===== config.mk =====
export PLATFORM = sky130hd
export DESIGN_NAME = midi_cc_soft_takeover_unit
export DESIGN_NICKNAME = d
export VERILOG_FILES = /design/src/sto_pkg.sv /design/src/midi_cc_soft_takeover_unit.sv /design/src/sto_front.sv /design/src/sto_cmd_fifo.sv /design/src/sto_back.sv
export SDC_FILE = /design/constraint.sdc
export NUM_CORES = 1
export LEC_CHECK = 0
export ABC_AREA = 1
export ABC_CLOCK_PERIOD_IN_PS = 4000
export BUFFER_PORTS_ARGS = -buffer_cell sky130_fd_sc_hd__clkbuf_2
export CAP_MARGIN = 30
export CORE_MARGIN = 8
export CORE_UTILIZATION = 47
export DETAILED_ROUTE_END_ITERATION = 7
export PLACE_DENSITY = 0.63
export SYNTH_ARGS = -nofsm -noshare
export SYNTH_HDL_FRONTEND = slang
export SYNTH_SLANG_ARGS = --single-unit

===== constraint.sdc =====
create_clock -name i_clk -period 4 [get_ports i_clk]
set_clock_uncertainty 0.1 [all_clocks]
set_input_delay 0 -clock i_clk [delete_from_list [all_inputs] [get_ports i_clk]]
set_output_delay 0 -clock i_clk [all_outputs]
set_load 0.02 [all_outputs]

===== src/sto_pkg.sv =====
`default_nettype none
package sto_pkg;

    localparam int SLOT_COUNT = 16;
    localparam int SLOT_W     = (SLOT_COUNT > 1) ? $clog2(SLOT_COUNT) : 1;
    localparam int MAX_OUT    = 16;
    localparam int CNT_W      = $clog2(MAX_OUT + 1);
    localparam int LEARN_W    = 16;
    localparam int CFG_IDX_W  = 1;
    localparam int CFG_DATA_W = 16;

    localparam logic [3:0] KIND_CC = 4'hb;

    localparam logic [1:0] FUNC_MIDI   = 2'd0;
    localparam logic [1:0] FUNC_ASSIGN = 2'd1;
    localparam logic [1:0] FUNC_CLEAR  = 2'd2;

    localparam logic [CFG_IDX_W-1:0] CFG_MIDI_CHANNEL = 1'd0;
    localparam logic [CFG_IDX_W-1:0] CFG_LEARN_MASK   = 1'd1;

    localparam logic [7:0] NUM_UNASSIGNED = 8'h80;

    typedef enum logic [1:0] {
        OP_NONE,
        OP_ASSIGN,
        OP_CLEAR,
        OP_WALK
    } t_op;

    typedef struct packed {
        logic [1:0] func;
        logic [7:0] status_byte;
        logic [6:0] data_one;
        logic [6:0] data_two;
        logic [3:0] slot_index;
        logic [6:0] new_number;
        logic       number_valid;
    } t_in_item;

    typedef struct packed {
        logic       hit;
        logic [3:0] slot;
        logic [6:0] value;
        logic [6:0] sync_gap;
        logic       value_changed;
        logic       last;
    } t_out_item;

    typedef struct packed {
        t_op        op;
        logic [6:0] data_one;
        logic [6:0] data_two;
        logic [3:0] slot_index;
        logic [6:0] new_number;
        logic       number_valid;
    } t_cmd;

    function automatic logic [6:0] dist7(input logic [6:0] a, input logic [6:0] b);
        logic [6:0] d;
        d = (a >= b) ? (a - b) : (b - a);
        return d;
    endfunction

endpackage
`default_nettype wire


===== src/midi_cc_soft_takeover_unit.sv =====
`default_nettype none
// Channel    Ports                              Transaction
// input      push, full, i_item                 push && !full
// result     empty, pop, o_result               pop && !empty
// config     i_cfg_we, i_cfg_idx, i_cfg_data    i_cfg_we, no wait
//
// A control-change item walks the slots one per cycle unless a stall holds it:
// take the command, walk up to SLOT_COUNT slots, emit the final result. Assign
// takes, assigns and emits; reset-all and ignored items take and emit.
// Synchronous active-low reset restores slot numbers, values and sync state.
// A two-entry command queue keeps input taking items while the slot walker
// waits on a full result register; the walk holds in place when a further hit
// finds the result register full and pop low.
module midi_cc_soft_takeover_unit (
    input  wire                           i_clk,
    input  wire                           i_rst_n,
    input  wire                           i_cfg_we,
    input  wire  [sto_pkg::CFG_IDX_W-1:0]  i_cfg_idx,
    input  wire  [sto_pkg::CFG_DATA_W-1:0] i_cfg_data,
    input  wire                           push,
    output logic                          full,
    input  sto_pkg::t_in_item              i_item,
    output logic                          empty,
    input  wire                           pop,
    output sto_pkg::t_out_item             o_result
);
    import sto_pkg::*;

    logic               cmd_push;
    t_cmd               cmd_in;
    t_cmd               cmd_head;
    logic               cmd_empty;
    logic               cmd_pop;
    logic [LEARN_W-1:0] learn_mask;

    sto_front u_front (
        .i_clk        (i_clk),
        .i_rst_n      (i_rst_n),
        .i_cfg_we     (i_cfg_we),
        .i_cfg_idx    (i_cfg_idx),
        .i_cfg_data   (i_cfg_data),
        .i_push       (push),
        .i_full       (full),
        .i_item       (i_item),
        .o_learn_mask (learn_mask),
        .o_cmd_push   (cmd_push),
        .o_cmd        (cmd_in)
    );

    sto_cmd_fifo u_cmd_fifo (
        .i_clk   (i_clk),
        .i_rst_n (i_rst_n),
        .i_push  (cmd_push),
        .i_cmd   (cmd_in),
        .o_full  (full),
        .i_pop   (cmd_pop),
        .o_empty (cmd_empty),
        .o_cmd   (cmd_head)
    );

    sto_back u_back (
        .i_clk        (i_clk),
        .i_rst_n      (i_rst_n),
        .i_cmd_empty  (cmd_empty),
        .i_cmd        (cmd_head),
        .o_cmd_pop    (cmd_pop),
        .i_learn_mask (learn_mask),
        .o_empty      (empty),
        .i_pop        (pop),
        .o_result     (o_result)
    );

endmodule
`default_nettype wire


===== src/sto_front.sv =====
`default_nettype none
module sto_front (
    input  wire                           i_clk,
    input  wire                           i_rst_n,
    input  wire                           i_cfg_we,
    input  wire  [sto_pkg::CFG_IDX_W-1:0]  i_cfg_idx,
    input  wire  [sto_pkg::CFG_DATA_W-1:0] i_cfg_data,
    input  wire                           i_push,
    input  wire                           i_full,
    input  sto_pkg::t_in_item              i_item,
    output logic [sto_pkg::LEARN_W-1:0]    o_learn_mask,
    output logic                          o_cmd_push,
    output sto_pkg::t_cmd                  o_cmd
);
    import sto_pkg::*;

    logic [4:0]         r_midi_channel;
    logic [LEARN_W-1:0] r_learn_mask;
    logic               chan_ok;
    logic               is_cc;

    always_ff @(posedge i_clk) begin
        if (!i_rst_n) begin
            r_midi_channel <= 5'h1f;
            r_learn_mask   <= '0;
        end else if (i_cfg_we) begin
            case (i_cfg_idx)
                CFG_MIDI_CHANNEL: r_midi_channel <= i_cfg_data[4:0];
                CFG_LEARN_MASK:   r_learn_mask   <= i_cfg_data[LEARN_W-1:0];
                default: ;
            endcase
        end
    end

    // negative channel setting accepts every channel
    assign chan_ok = r_midi_channel[4] || (r_midi_channel[3:0] == i_item.status_byte[3:0]);
    assign is_cc   = (i_item.status_byte[7:4] == KIND_CC);

    always_comb begin
        o_cmd.data_one     = i_item.data_one;
        o_cmd.data_two     = i_item.data_two;
        o_cmd.slot_index   = i_item.slot_index;
        o_cmd.new_number   = i_item.new_number;
        o_cmd.number_valid = i_item.number_valid;
        case (i_item.func)
            FUNC_MIDI:   o_cmd.op = (chan_ok && is_cc) ? OP_WALK : OP_NONE;
            FUNC_ASSIGN: o_cmd.op = (32'(i_item.slot_index) < 32'(SLOT_COUNT)) ?
                                    OP_ASSIGN : OP_NONE;
            FUNC_CLEAR:  o_cmd.op = OP_CLEAR;
            default:     o_cmd.op = OP_NONE;
        endcase
    end

    assign o_cmd_push   = i_push && !i_full;
    assign o_learn_mask = r_learn_mask;

endmodule
`default_nettype wire


===== src/sto_cmd_fifo.sv =====
`default_nettype none
module sto_cmd_fifo (
    input  wire           i_clk,
    input  wire           i_rst_n,
    input  wire           i_push,
    input  sto_pkg::t_cmd  i_cmd,
    output logic          o_full,
    input  wire           i_pop,
    output logic          o_empty,
    output sto_pkg::t_cmd  o_cmd
);
    import sto_pkg::*;

    t_cmd       r_mem [2];
    logic       r_wr;
    logic       r_rd;
    logic [1:0] r_cnt;
    logic       do_push;
    logic       do_pop;

    assign o_full  = (r_cnt == 2'd2);
    assign o_empty = (r_cnt == 2'd0);
    assign do_push = i_push && !o_full;
    assign do_pop  = i_pop && !o_empty;
    assign o_cmd   = r_mem[r_rd];

    always_ff @(posedge i_clk) begin
        if (do_push) begin
            r_mem[r_wr] <= i_cmd;
        end
    end

    always_ff @(posedge i_clk) begin
        if (!i_rst_n) begin
            r_wr  <= 1'b0;
            r_rd  <= 1'b0;
            r_cnt <= 2'd0;
        end else begin
            if (do_push) begin
                r_wr <= ~r_wr;
            end
            if (do_pop) begin
                r_rd <= ~r_rd;
            end
            r_cnt <= r_cnt + 2'(do_push) - 2'(do_pop);
        end
    end

endmodule
`default_nettype wire


===== src/sto_back.sv =====
`default_nettype none
module sto_back (
    input  wire                        i_clk,
    input  wire                        i_rst_n,
    input  wire                        i_cmd_empty,
    input  sto_pkg::t_cmd               i_cmd,
    output logic                       o_cmd_pop,
    input  wire  [sto_pkg::LEARN_W-1:0] i_learn_mask,
    output logic                       o_empty,
    input  wire                        i_pop,
    output sto_pkg::t_out_item          o_result
);
    import sto_pkg::*;

    typedef enum logic [1:0] {
        S_IDLE,
        S_ASSIGN,
        S_WALK,
        S_FLUSH
    } t_state;

    logic [7:0] r_num   [SLOT_COUNT];
    logic [6:0] r_val   [SLOT_COUNT];
    logic [6:0] r_gap   [SLOT_COUNT];
    logic       r_first [SLOT_COUNT];

    t_state      r_state;
    t_cmd        r_cmd;
    logic [SLOT_W-1:0] r_idx;
    logic [CNT_W-1:0]  r_n;
    logic        r_pend_vld;
    t_out_item   r_pend;
    logic        r_out_vld;
    t_out_item   r_out;

    logic [7:0]  cur_num;
    logic [6:0]  cur_val;
    logic [6:0]  cur_gap;
    logic        cur_first;
    logic        learn;
    logic [7:0]  w_num;
    logic [6:0]  w_val;
    logic [6:0]  w_gap;
    logic        w_first;
    logic [6:0]  meas_gap;
    logic        match;
    logic        stop;
    logic        chg;
    logic        report;
    logic        push_need;
    logic        out_free;
    logic        stall;
    logic        walk_we;
    logic        clear_all;
    logic        out_load;
    t_out_item   hit_res;
    t_out_item   fin_res;

    assign out_free  = !r_out_vld || i_pop;
    assign o_empty   = !r_out_vld;
    assign o_result  = r_out;
    assign o_cmd_pop = (r_state == S_IDLE) && !i_cmd_empty;
    assign clear_all = o_cmd_pop && (i_cmd.op == OP_CLEAR);
    assign out_load  = ((r_state == S_WALK) && push_need && !stall) ||
                       ((r_state == S_FLUSH) && out_free);

    // pickup rules for the slot under the walk pointer
    always_comb begin
        cur_num   = r_num[r_idx];
        cur_val   = r_val[r_idx];
        cur_gap   = r_gap[r_idx];
        cur_first = r_first[r_idx];
        learn     = (32'(r_idx) < 32'(LEARN_W)) && i_learn_mask[4'(r_idx)];
        w_num     = learn ? {1'b0, r_cmd.data_one} : cur_num;
        w_first   = learn || cur_first;
        w_gap     = learn ? 7'd0 : cur_gap;
        w_val     = cur_val;
        meas_gap  = dist7(r_cmd.data_two, cur_val);
        match     = (w_num == {1'b0, r_cmd.data_one});
        stop      = 1'b0;
        chg       = 1'b0;
        if (match) begin
            if (w_first) begin
                w_first = 1'b0;
                w_gap   = (meas_gap <= 7'd1) ? 7'd0 : meas_gap;
                stop    = 1'b1;
            end else if (w_gap == 7'd0) begin
                w_val = r_cmd.data_two;
                chg   = 1'b1;
            end else begin
                w_gap = meas_gap;
            end
        end
        hit_res.hit           = 1'b1;
        hit_res.slot          = 4'(r_idx);
        hit_res.value         = w_val;
        hit_res.sync_gap      = w_gap;
        hit_res.value_changed = chg;
        hit_res.last          = 1'b0;
        report    = match && (32'(r_n) < 32'(MAX_OUT));
        // an earlier hit is released only once a newer one proves it is not the final one
        push_need = report && r_pend_vld;
        stall     = push_need && !out_free;
        walk_we   = (r_state == S_WALK) && !stall;
        // final transaction: the held hit or assign report, else an empty report
        fin_res = '0;
        if (r_pend_vld) begin
            fin_res = r_pend;
        end
        fin_res.last = 1'b1;
    end

    always_ff @(posedge i_clk) begin
        if (!i_rst_n) begin
            for (int i = 0; i < SLOT_COUNT; i++) begin
                r_num[i]   <= 8'(i);
                r_val[i]   <= 7'd0;
                r_gap[i]   <= 7'd0;
                r_first[i] <= 1'b1;
            end
        end else if (clear_all) begin
            for (int i = 0; i < SLOT_COUNT; i++) begin
                r_val[i]   <= 7'd0;
                r_gap[i]   <= 7'd0;
                r_first[i] <= 1'b1;
            end
        end else if (walk_we) begin
            r_num[r_idx]   <= w_num;
            r_val[r_idx]   <= w_val;
            r_gap[r_idx]   <= w_gap;
            r_first[r_idx] <= w_first;
        end else if (r_state == S_ASSIGN) begin
            if (r_cmd.number_valid) begin
                r_num[r_idx]   <= {1'b0, r_cmd.new_number};
                r_gap[r_idx]   <= 7'd0;
                r_first[r_idx] <= 1'b1;
            end else begin
                r_num[r_idx] <= NUM_UNASSIGNED;
            end
        end
    end

    always_ff @(posedge i_clk) begin
        if (!i_rst_n) begin
            r_state    <= S_IDLE;
            r_idx      <= '0;
            r_n        <= '0;
            r_pend_vld <= 1'b0;
            r_out_vld  <= 1'b0;
        end else begin
            if (out_load) begin
                r_out_vld <= 1'b1;
            end else if (i_pop) begin
                r_out_vld <= 1'b0;
            end
            case (r_state)
                S_IDLE: begin
                    if (!i_cmd_empty) begin
                        r_cmd      <= i_cmd;
                        r_n        <= '0;
                        r_pend_vld <= 1'b0;
                        case (i_cmd.op)
                            OP_ASSIGN: begin
                                r_idx   <= SLOT_W'(i_cmd.slot_index);
                                r_state <= S_ASSIGN;
                            end
                            OP_WALK: begin
                                r_idx   <= '0;
                                r_state <= S_WALK;
                            end
                            default: begin
                                r_state <= S_FLUSH;
                            end
                        endcase
                    end
                end
                S_ASSIGN: begin
                    r_pend.hit           <= 1'b0;
                    r_pend.slot          <= 4'(r_idx);
                    r_pend.value         <= cur_val;
                    r_pend.sync_gap      <= r_cmd.number_valid ? 7'd0 : cur_gap;
                    r_pend.value_changed <= 1'b0;
                    r_pend.last          <= 1'b0;
                    r_pend_vld           <= 1'b1;
                    r_state              <= S_FLUSH;
                end
                S_WALK: begin
                    if (!stall) begin
                        if (push_need) begin
                            r_out <= r_pend;
                        end
                        if (report) begin
                            r_pend     <= hit_res;
                            r_pend_vld <= 1'b1;
                            r_n        <= r_n + CNT_W'(1);
                        end
                        if (stop || (r_idx == SLOT_W'(SLOT_COUNT - 1))) begin
                            r_state <= S_FLUSH;
                        end else begin
                            r_idx <= r_idx + SLOT_W'(1);
                        end
                    end
                end
                S_FLUSH: begin
                    if (out_free) begin
                        r_out      <= fin_res;
                        r_pend_vld <= 1'b0;
                        r_state    <= S_IDLE;
                    end
                end
                default: begin
                    r_state <= S_IDLE;
                end
            endcase
        end
    end

endmodule
`default_nettype wire


=== Word-level counts from Yosys, hierarchy flattened ===
Memory sizes are Yosys's and may differ from the RTL's. A register that Yosys moved wholly into a read port is not among the register bits.
Cells that the tools add are included.

* RAM bits: 424
* Output and inout bits: 23
* Memory bits (read-only): 0
* Memories: 5
* Bits in latches: 0
* Register bits after elaboration: 102

{| class="wikitable"
|+ Memory list
! name !! depth !! width !! read ports !! clocked after memory_dff !! write ports !! line !! RTL
|-
| u_back.r_num || 16 || 8 || 1 || 1 || 16 || sto_back.sv:22 || <nowiki>logic [7:0] r_num [SLOT_COUNT];</nowiki>
|-
| u_back.r_gap || 16 || 7 || 1 || 1 || 16 || sto_back.sv:24 || <nowiki>logic [6:0] r_gap [SLOT_COUNT];</nowiki>
|-
| u_back.r_val || 16 || 7 || 1 || 1 || 16 || sto_back.sv:23 || <nowiki>logic [6:0] r_val [SLOT_COUNT];</nowiki>
|-
| u_cmd_fifo.r_mem || 2 || 28 || 1 || 1 || 1 || sto_cmd_fifo.sv:14 || <nowiki>t_cmd r_mem [2];</nowiki>
|-
| u_back.r_first || 16 || 1 || 1 || 1 || 16 || sto_back.sv:25 || <nowiki>logic r_first [SLOT_COUNT];</nowiki>
|}

* Bitwise operators: 56
* Shift-type cells: 0
* Equality and inequality tests: 21
* Reduce and logical (&&, ||, !) cells: 44
* Multiplexer cells: 147
* Order comparisons: 4
* Divide/modulo/power cells: 0
* Multiply operators: 0
* Add/sub/neg operators: 6

{| class="wikitable"
|+ Operators by type and width
! cell !! count
|-
| 7-bit two-way mux || 45
|-
| 21-bit two-way mux || 6
|-
| 21-bit case mux with 2 select lines || 2
|-
| 4-bit two-way mux || 15
|-
| 1-bit two-way mux || 59
|-
| 1-bit OR || 52
|-
| 8-bit two-way mux || 4
|-
| 4-bit case mux with 2 select lines || 2
|-
| 4-bit AND reduction || 4
|-
| 5-bit two-way mux || 3
|-
| 7-bit OR reduction || 2
|-
| 7-bit subtractor || 2
|-
| 1-bit logical AND || 13
|-
| 2-bit equality test, second input constant || 6
|-
| 2-bit two-way mux || 5
|-
| 5-bit case mux with 2 select lines || 1
|-
| 5-bit AND reduction || 2
|-
| 4-bit equality test, second input constant || 2
|-
| 8-bit by 7-bit equality test with 1-bit output || 1
|-
| 2-bit != test, second input constant || 4
|-
| 2-bit case mux with 4 select lines || 1
|-
| 2-bit nonzero test || 4
|-
| 8-bit OR reduction || 1
|-
| 7-bit greater-or-equal comparator || 1
|-
| other kinds (23) || 41
|}

=== Longest topological paths before layout ===
Gate-level depths: netlist of the first run.

* Depth after elaboration: 17
* Mapped depth: 28

=== Cells and area by module ===
From an unflattened synthesis of the first run, not the netlist that was laid out.

* Cells, all modules: 2633
* Area total of the unflattened synthesis: 25298.0 µm²

{| class="wikitable"
|+ Modules (own cells, without submodules)
! module !! sequential area each (µm²) !! area an instance (µm²) !! cells an instance !! instances
|-
| sto_back || 13122.6 || 21869.7 || 2360 || 1
|-
| sto_cmd_fifo || 1781.7 || 2371.0 || 125 || 1
|-
| sto_front || 420.4 || 1057.3 || 148 || 1
|}

=== Worst setup path after synthesis of the first run ===
No wires, ideal clock.

* Path kind: register to register
* Start point: reg (tool-made name)
* End point: mem u_back.r_gap[9][0] (data pin)
* Arrival time: 3940 ps
* Slack: -297 ps
* Stages on the path, launching flop included: 29
* Cells stage by stage: dfxtp_1 buf_6 inv_2 buf_6 buf_6 buf_2 clkbuf_1 clkbuf_1 o21ai_0 o221ai_1 nand3_1 nand2_1 inv_1 ha_1 clkbuf_1 nand2_1 o21ai_0 nand3_1 nand3_1 inv_1 nand2_1 nand2_1 nor2_1 nand3_1 o21ai_0 a21oi_1 nand2_2 buf_4 nor2_1

{| class="wikitable"
|+ RTL lines
! element !! line
|-
| end, declared || sto_back.sv:24
|}

==> summary.md, run 1 <==
| Metric | Value |
|---|---|
| Setup violations, final | `0` |
| Antenna Diode Count | `0` |
| Setup TNS | `0 ns` |
| Max-cap violations | `0` |
| Hold Violations, Final | `0` |
| CTS tree | `yes` |
| Slew @ Worst Pin | `just over 0.8 ns` |
| Syn nets | `2727` |
| Ys Warns | `0` |
| Initial antenna violation count | `1` |
| Top-count cell post-synth | `nand2_1` |
| Grt ovf | `0` |
| Die width | `248 um` |
| Filler cells | `4643` |
| P_leak | `12.1 nW` |
| WP data required | `4.27 ns` |
| Remaining antenna violation count after routing | `0` |
| Simple-gate area share of the yosys netlist | `21.5%` |
| Vias per cell | `5.46` |
| Die area | `approximately 60000 um2` |
| Final GP Congestion | `roughly 0.89` |
| Initial Util | `a little under half` |
| Post-Synth Adder-Cell Area | `1.50%` |
| Worst-path clk slew | `0.06 ns` |
| Yosys top cell by area | `edfxtp_1` |
| Wire length per cell | `19.5 um` |
| Xor and xnor area share after synthesis | `0.521%` |
| Ys async rst share | `0%` |
| Syn Inst Count | `2640` |
| WL final | `between 60 and 70 mm` |
| Compound-Gate Fraction of Synth Area | `about 8.8%` |
| Sw Share | `approximately 44%` |
| Num ports | `81` |
| DR pass1 iterations | `6` |
| Placement row count | `85` |
| Comb power frac | `47.3%` |
| Gr usage total | `22.7%` |
| Pwr Total | `23.6 mW` |
| Max VDD drop | `0.551 mV` |
| NumNets Final | `approximately 2900` |
| Synth unique cells | `47` |
| Clock root buffer | `clkbuf_16` |
| CTS buffer count | `55` |
| Internal power | `13.3 mW` |
| Layout cell share with drive strength beyond 1 | `12.8%` |
| Final Core Density | `55.1%` |
| Port bufs | `80` |
| # clock sinks | `530` |
| First-pass GRT wire length | `108 mm` |
| CP max FO | `57` |
| Worst skew pair latency | `between 0.6 and 0.7 ns` |
| Largest family of logic cells by synthesized area | `simple AND/OR/NAND/NOR gates` |
| Power per standard cell area | `around 800 nW/um2` |
| Outcome | `completed` |
| RSZ-0062 raised after global routing | `yes` |
| Crit end category | `flip-flop` |
| Clock share of power | `between 20% and 30%` |
| Via count | `about 20000` |
| Flop pwr share | `a little under a third` |
| Crit path kind | `flip-flop to flip-flop` |
| Maximum buffer depth of the clock tree | `3` |
| Largest net degree at the start of global routing | `139` |
| Synth-to-layout area growth | `16.8%` |
| Register area share after synthesis | `60.8%` |
| Achievable Freq | `~270 MHz` |
| Top FF cell, synth | `edfxtp_1` |
| Period utilization | `93.6%` |
| Vias in the first global route | `between 15000 and 20000` |
| Htree depth | `2` |
| Post-placement cell count | `about 3400` |
| Syn_area_per_cell | `about 9.5 um2` |
| HP Class | `input port to flip-flop` |
| Post-synthesis mux area share | `0%` |
| Syn Std Cell Area | `25200 um2` |
| HPWL after DPL | `46.6 mm` |
| Startpoint Class | `flip-flop` |
| Post-layout min period | `3.74 ns` |
| Synth Register Bits | `530` |
| DRC viols | `0` |
| Synth area leaders | `edfxtp_1, nand2_1, nor2_1, dfxtp_1, inv_1` |
| DR iter-0 viols | `1910` |
| Top-area cell type share of the netlist area | `56.1%` |
| Chip height | `248 um` |
| Top cells by count, synth | `nand2_1, nor2_1, edfxtp_1` |
| WP data arrival | `4.01 ns` |
| Layout Cells excl Fill | `3568` |
| Slew Limit Fails | `0` |
| Post-synth EDFFs | `471` |
| Net load switching power | `10.3 mW` |
| Core Region | `53400 um2` |
| Worst rel slew slack | `44.9%` |
## layout make-up
class | count | area, um2 | share of cell area [%]
Clock inverter | 32 | 300 | 1.02
Tap cell | 696 | 871 | 2.96
Sequential cell | 530 | 15300 | 52.1
Clock buffer | 71 | 1470 | 4.98
Multi-Input combinational cell | 1734 | 8210 | 27.9
Timing Repair Buffer | 281 | 2390 | 8.12
Inverter | 224 | 848 | 2.88
## layer usage
layer / share of wire (%) / track usage (%) / wire length [um] / vias up
met1: 41 / 29.6 / 28500 / 9358
met5: 0 / 0 / 0 / -
li1: - / - / - / 9184
met2: 49 / 38.7 / 34200 / 826
met3: 6.9 / 3.12 / 4810 / 121
met4: 2.8 / 7.44 / 1980 / 0
## worst max-delay path, stage by stage, from the launching register on
cell and delay, ns:
dfxtp_4 0.38, buf_12 0.20, o21ai_0 0.20, o221ai_1 0.15, nand3_1 0.18, nand2_1 0.13, ha_1 0.26, fa_1 0.43
o21ai_0 0.28, nand3_1 0.11, nand2_1 0.09, xor2_1 0.16, nand2_1 0.09, nand2_1 0.08, nand3_1 0.07, o21ai_0 0.22
a21oi_2 0.12, nand2_4 0.19, nor2_1 0.07
## flip-flops by register name (all words and copies together), names as in the netlist, 20 cells and up, named ones only
name / count
u_back.r_num: 128
u_back.r_gap: 112
u_back.r_val: 112
u_back.r_pend: 20
u_back.r_cmd: 22
u_back.o_result: 21
u_cmd_fifo.r_mem: 56
## cells by family (layout without fill, tap and decap cells)
kind of cell | count (synthesis) | in the layout
AOI/OAI and AO/OA | 364 | 364
and+or+nand+nor | 1325 | 1326
xor gates and xnor gates | 15 | 15
adders and majority gates | 29 | 29
buffers and inverters | 377 | 608
DFF | 530 | 530
## stage by stage
step                      worst slack (ns)  cell area [um2]  hold WS (ns)
after detailed placement             0.123            26800        0.0932
after global placement               0.209            26800        0.0906
after global routing              -0.00335            29400        0.0114
after CTS                           0.0949            29400       0.00183
final                                0.257            29400        0.0246
after floorplan                     0.0265            25200      -0.00113
## power groups by stage
stage	logic [mW]	registers (mW)	clock network, mW
floorplan	7.14	7.27	0
CTS	11.0	7.31	5.16
finish	11.2	7.31	5.10
global route	12.1	7.37	5.36
detailed placement	10.9	7.42	0
global placement	10.8	7.41	0
## path summary, 6_finish.rpt
kind,start,depth (start not counted),to,slack (ns)
worst max-delay path,flip-flop,18,u_back.r_gap[13][0]$_SDFFCE_PN0P_,0.26
worst min-delay path,i_item[24],2,u_cmd_fifo.r_mem[1][24]$_DFFE_PP_,0.02
worst max register to register,flip-flop,18,u_back.r_gap[13][0]$_SDFFCE_PN0P_,0.26
worst min register to register,u_cmd_fifo.r_rd$_SDFFE_PN0P_,1,flip-flop,0.35
## cells in the final DEF, fill, tap and decap left out, types with 6 or more instances in the layout
| cell | synthesis | final |
|---|---|---|
| a21boi_0 | 6 | 6 |
| clkinv_2 | 0 | 10 |
| o21ai_0 | 162 | 158 |
| clkbuf_16 | 0 | 55 |
| o211ai_1 | 22 | 22 |
| nor2_2 | 6 | 10 |
| nor2_1 | 540 | 536 |
| buf_4 | 22 | 97 |
| inv_1 | 216 | 215 |
| nand4_1 | 16 | 16 |
| clkbuf_2 | 0 | 80 |
| buf_12 | 0 | 22 |
| edfxtp_1 | 471 | 471 |
| a21boi_1 | 9 | 9 |
| inv_2 | 8 | 7 |
| clkinv_1 | 0 | 11 |
| dfxtp_1 | 59 | 56 |
| a21oi_1 | 51 | 50 |
| ha_1 | 27 | 27 |
| o221ai_1 | 43 | 43 |
| clkbuf_1 | 59 | 13 |
| nand2_4 | 7 | 9 |
| dlygate4sd3_1 | 0 | 82 |
| nand2_2 | 22 | 31 |
| nand2_1 | 572 | 561 |
| o21ai_1 | 37 | 41 |
| nand3_1 | 145 | 145 |
| o21ai_4 | 7 | 7 |
| xor2_1 | 11 | 11 |
| o22ai_1 | 12 | 12 |
## what timing repair did
action / in CTS / in global routing
setup buffers: 0 / 0
hold buffers: 82 / 0
gates resized for setup: 0 / 20
setup endpoints to repair: 0 / 329
hold endpoints to repair: 121 / 0
Note: power is estimated with default switching activity, not from simulation.
==> run 2: changes to the inputs <==
- REMOVE_ABC_BUFFERS: default -> 1
==> run 2 against run 1 <==
Effect of this change: cell area down 2.2%; via count grew 0.16%; combinational power is 4% lower; sequential power is essentially flat; largest power group unchanged.
==> summary.md, run 2 (synthesized netlist as in run 1, its figures left out) <==
| Metric | Value |
|---|---|
| Outcome | `completed` |
| Internal power | `12.9 mW` |
| Hold Violations, Final | `0` |
| Num ports | `between 80 and 90` |
| Flop pwr share | `31.7%` |
| Clock root buffer | `clkbuf_16` |
| Post-layout min period | `3.75 ns` |
| Post-route cell area | `28800 um2` |
| Most frequent cells in the layout | `nand2_1, nor2_1, edfxtp_1` |
| Synth-to-layout area growth | `14.2%` |
| WP data required | `roughly 4.2 ns` |
| Core Region | `53400 um2` |
| Comb power frac | `46.7%` |
| Slew Limit Fails | `0` |
| HPWL after DPL | `47.3 mm` |
| CP max-delay cell | `fa_1` |
| Placement row count | `85` |
| Worst skew pair latency | `0.60 ns` |
| Htree depth | `2` |
| Pwr Total | `23.0 mW` |
| Largest net degree at the start of global routing | `81` |
| Startpoint Class | `flip-flop` |
| NumNets Final | `2858` |
| Wire length per cell | `between 15 and 20 um` |
| P_leak | `11.8 nW` |
| DR pass1 iterations | `6` |
| Final GP Congestion | `0.902` |
| Crit path cell chain | `inv_4, buf_12, o21ai_0, o221ai_1, nand3_1, nand2_1, ha_1, fa_1, o21ai_0, nand3_1, nand2_1, xor2_1, nand2_1, nand2_1, nand3_1, o21ai_0, a21oi_1, nand2_4, nor2_1` |
| Initial Util | `47.2%` |
| Die area | `61300 um2` |
| Remaining antenna violation count after routing | `0` |
| Post-placement cell count | `3349` |
| Setup Buffers After CTS | `0` |
| DR iter-0 viols | `~2000` |
| Worst rel slew slack | `42.6%` |
| Max-cap violations | `0` |
| Chip height | `248 um` |
| FF-to-FF path depth | `19` |
| Grt ovf | `0` |
| Vias per cell | `~5.6` |
| RSZ-0062 raised after global routing | `no` |
| RR Endpoint | `u_back.r_gap[6][0]$_SDFFCE_PN0P_` |
| Vias in the first global route | `18600` |
| Clock share of power | `21.6%` |
| Layout cell share with drive strength beyond 1 | `11.3%` |
| Final WS setup | `0.245 ns` |
| Crit path largest cell delay | `0.45 ns` |
| Hold Slack | `0.0484 ns` |
| Period utilization | `93.9%` |
| Crit path kind | `flip-flop to flip-flop` |
| R2R Setup Slk | `0.25 ns` |
| Crit path max-delay family | `simple AND/OR/NAND/NOR gates` |
| Port bufs | `80` |
| Power per standard cell area | `between 800 and 900 nW/um2` |
| CTS tree | `yes` |
| Cell mode on critical path | `nand2_1` |
| Initial antenna violation count | `1` |
| CTS buffer count | `54` |
| Hold_sp | `i_item[0]` |
| Net load switching power | `10.1 mW` |
| Final Core Density | `~54%` |
| Sw Share | `43.9%` |
| Worst-path clk slew | `0.06 ns` |
| Most common cell after layout, fill and taps aside | `nand2_1` |
| Setup violations, final | `0` |
| Layout Cells excl Fill | `3513` |
| Worst slack at placement | `roughly 0.18 ns` |
| DRC viols | `0` |
| Achievable Freq | `266 MHz` |
| Maximum buffer depth of the clock tree | `3` |
| # clock sinks | `530` |
| Slew @ Worst Pin | `0.858 ns` |
| First-pass GRT wire length | `106 mm` |
| CP max FO | `38` |
| Largest register FFs | `roughly 130` |
| Setup TNS | `0 ns` |
| Worst hold stages | `2` |
| Max VDD drop | `between 0.7 and 0.8 mV` |
| HP Class | `input port to flip-flop` |
| Crit end category | `flip-flop` |
| Largest registers | `u_back.r_num x128, u_back.r_gap x112, u_back.r_val x112` |
| Hold Path Sink | `u_cmd_fifo.r_mem[0][0]$_DFFE_PP_` |
| Gr usage total | `22.5%` |
| Placed cell area | `26400 um2` |
| Via count | `19500` |
| WL final | `69.9 mm` |
| Die width | `248 um` |
| Top reg by flops | `u_back.r_num` |
| Buf/Inv on CP | `2` |
| WP data arrival | `4.00 ns` |
run 2: cell count changes in the layout (fill, tap and decap cells not counted), sizes merged:
cell,before,now
buf,119,86
bufinv,5,2
clkbuf,151,161
clkinv,21,17
clkinvlp,4,0
diode,0,2
dlygate4sd3,82,62
inv,226,224
nand3,149,148
run 2: layout make-up:
cell class / instances / area (um2)
fillers: 4698 / 24600
flip-flops and latches: 530 / 15300
multi-input cells: 1733 / 8180
repair buffers: 228 / 1820
clock buffers: 81 / 1590
well taps: 696 / 871
inverters: 224 / 846
clock inverters: 19 / 139
diodes: 2 / 5.00
run 2: timing repair:
item	CTS	global route
hold buffers	62	0
setup endpoints to repair	0	93
gates resized for setup	0	8
endpoints found under the hold margin	92	0
run 2: worst reg2reg max path: cells and delay by family, from the launching register on:
family          cells  cell delay, ns
xor+xnor            1            0.17
fa+ha+maj           2            0.73
flops               1            0.40
simple gates        9            0.97
compound gates      5            0.86
buf+inv             2            0.26
run 2: worst max-delay path by stage:
stage                   start                                end  slack (ns)  cells past startpoint
floorplan           flip-flop   u_back.o_result[0]$_SDFFCE_PP1P_       -4.92                     14
global route        flip-flop   u_back.r_gap[1][0]$_SDFFCE_PN0P_       0.003                     21
finish              flip-flop   u_back.r_gap[6][0]$_SDFFCE_PN0P_        0.25                     19
global placement    flip-flop  u_back.r_gap[11][0]$_SDFFCE_PN0P_        0.26                     19
CTS                 flip-flop   u_back.r_gap[1][0]$_SDFFCE_PN0P_        0.15                     18
detailed placement  flip-flop   u_back.r_gap[1][0]$_SDFFCE_PN0P_        0.18                     18
run 2: power groups by stage:
stage	clock network (mW)	registers, mW	logic [mW]
finish	4.96	7.31	10.8
global route	5.23	7.36	11.7
CTS	5.02	7.30	10.6
detailed placement	0	7.41	10.5
global placement	0	7.40	10.4
floorplan	0	7.55	6.11
run 2: layer usage:
metal	vias to the layer above	share of wire, %	track usage, %
li1	9087	-	-
met2	836	47	36.5
met3	157	7.1	3.01
met1	9440	41	29.8
met4	0	4.4	10.4
met5	-	0	0
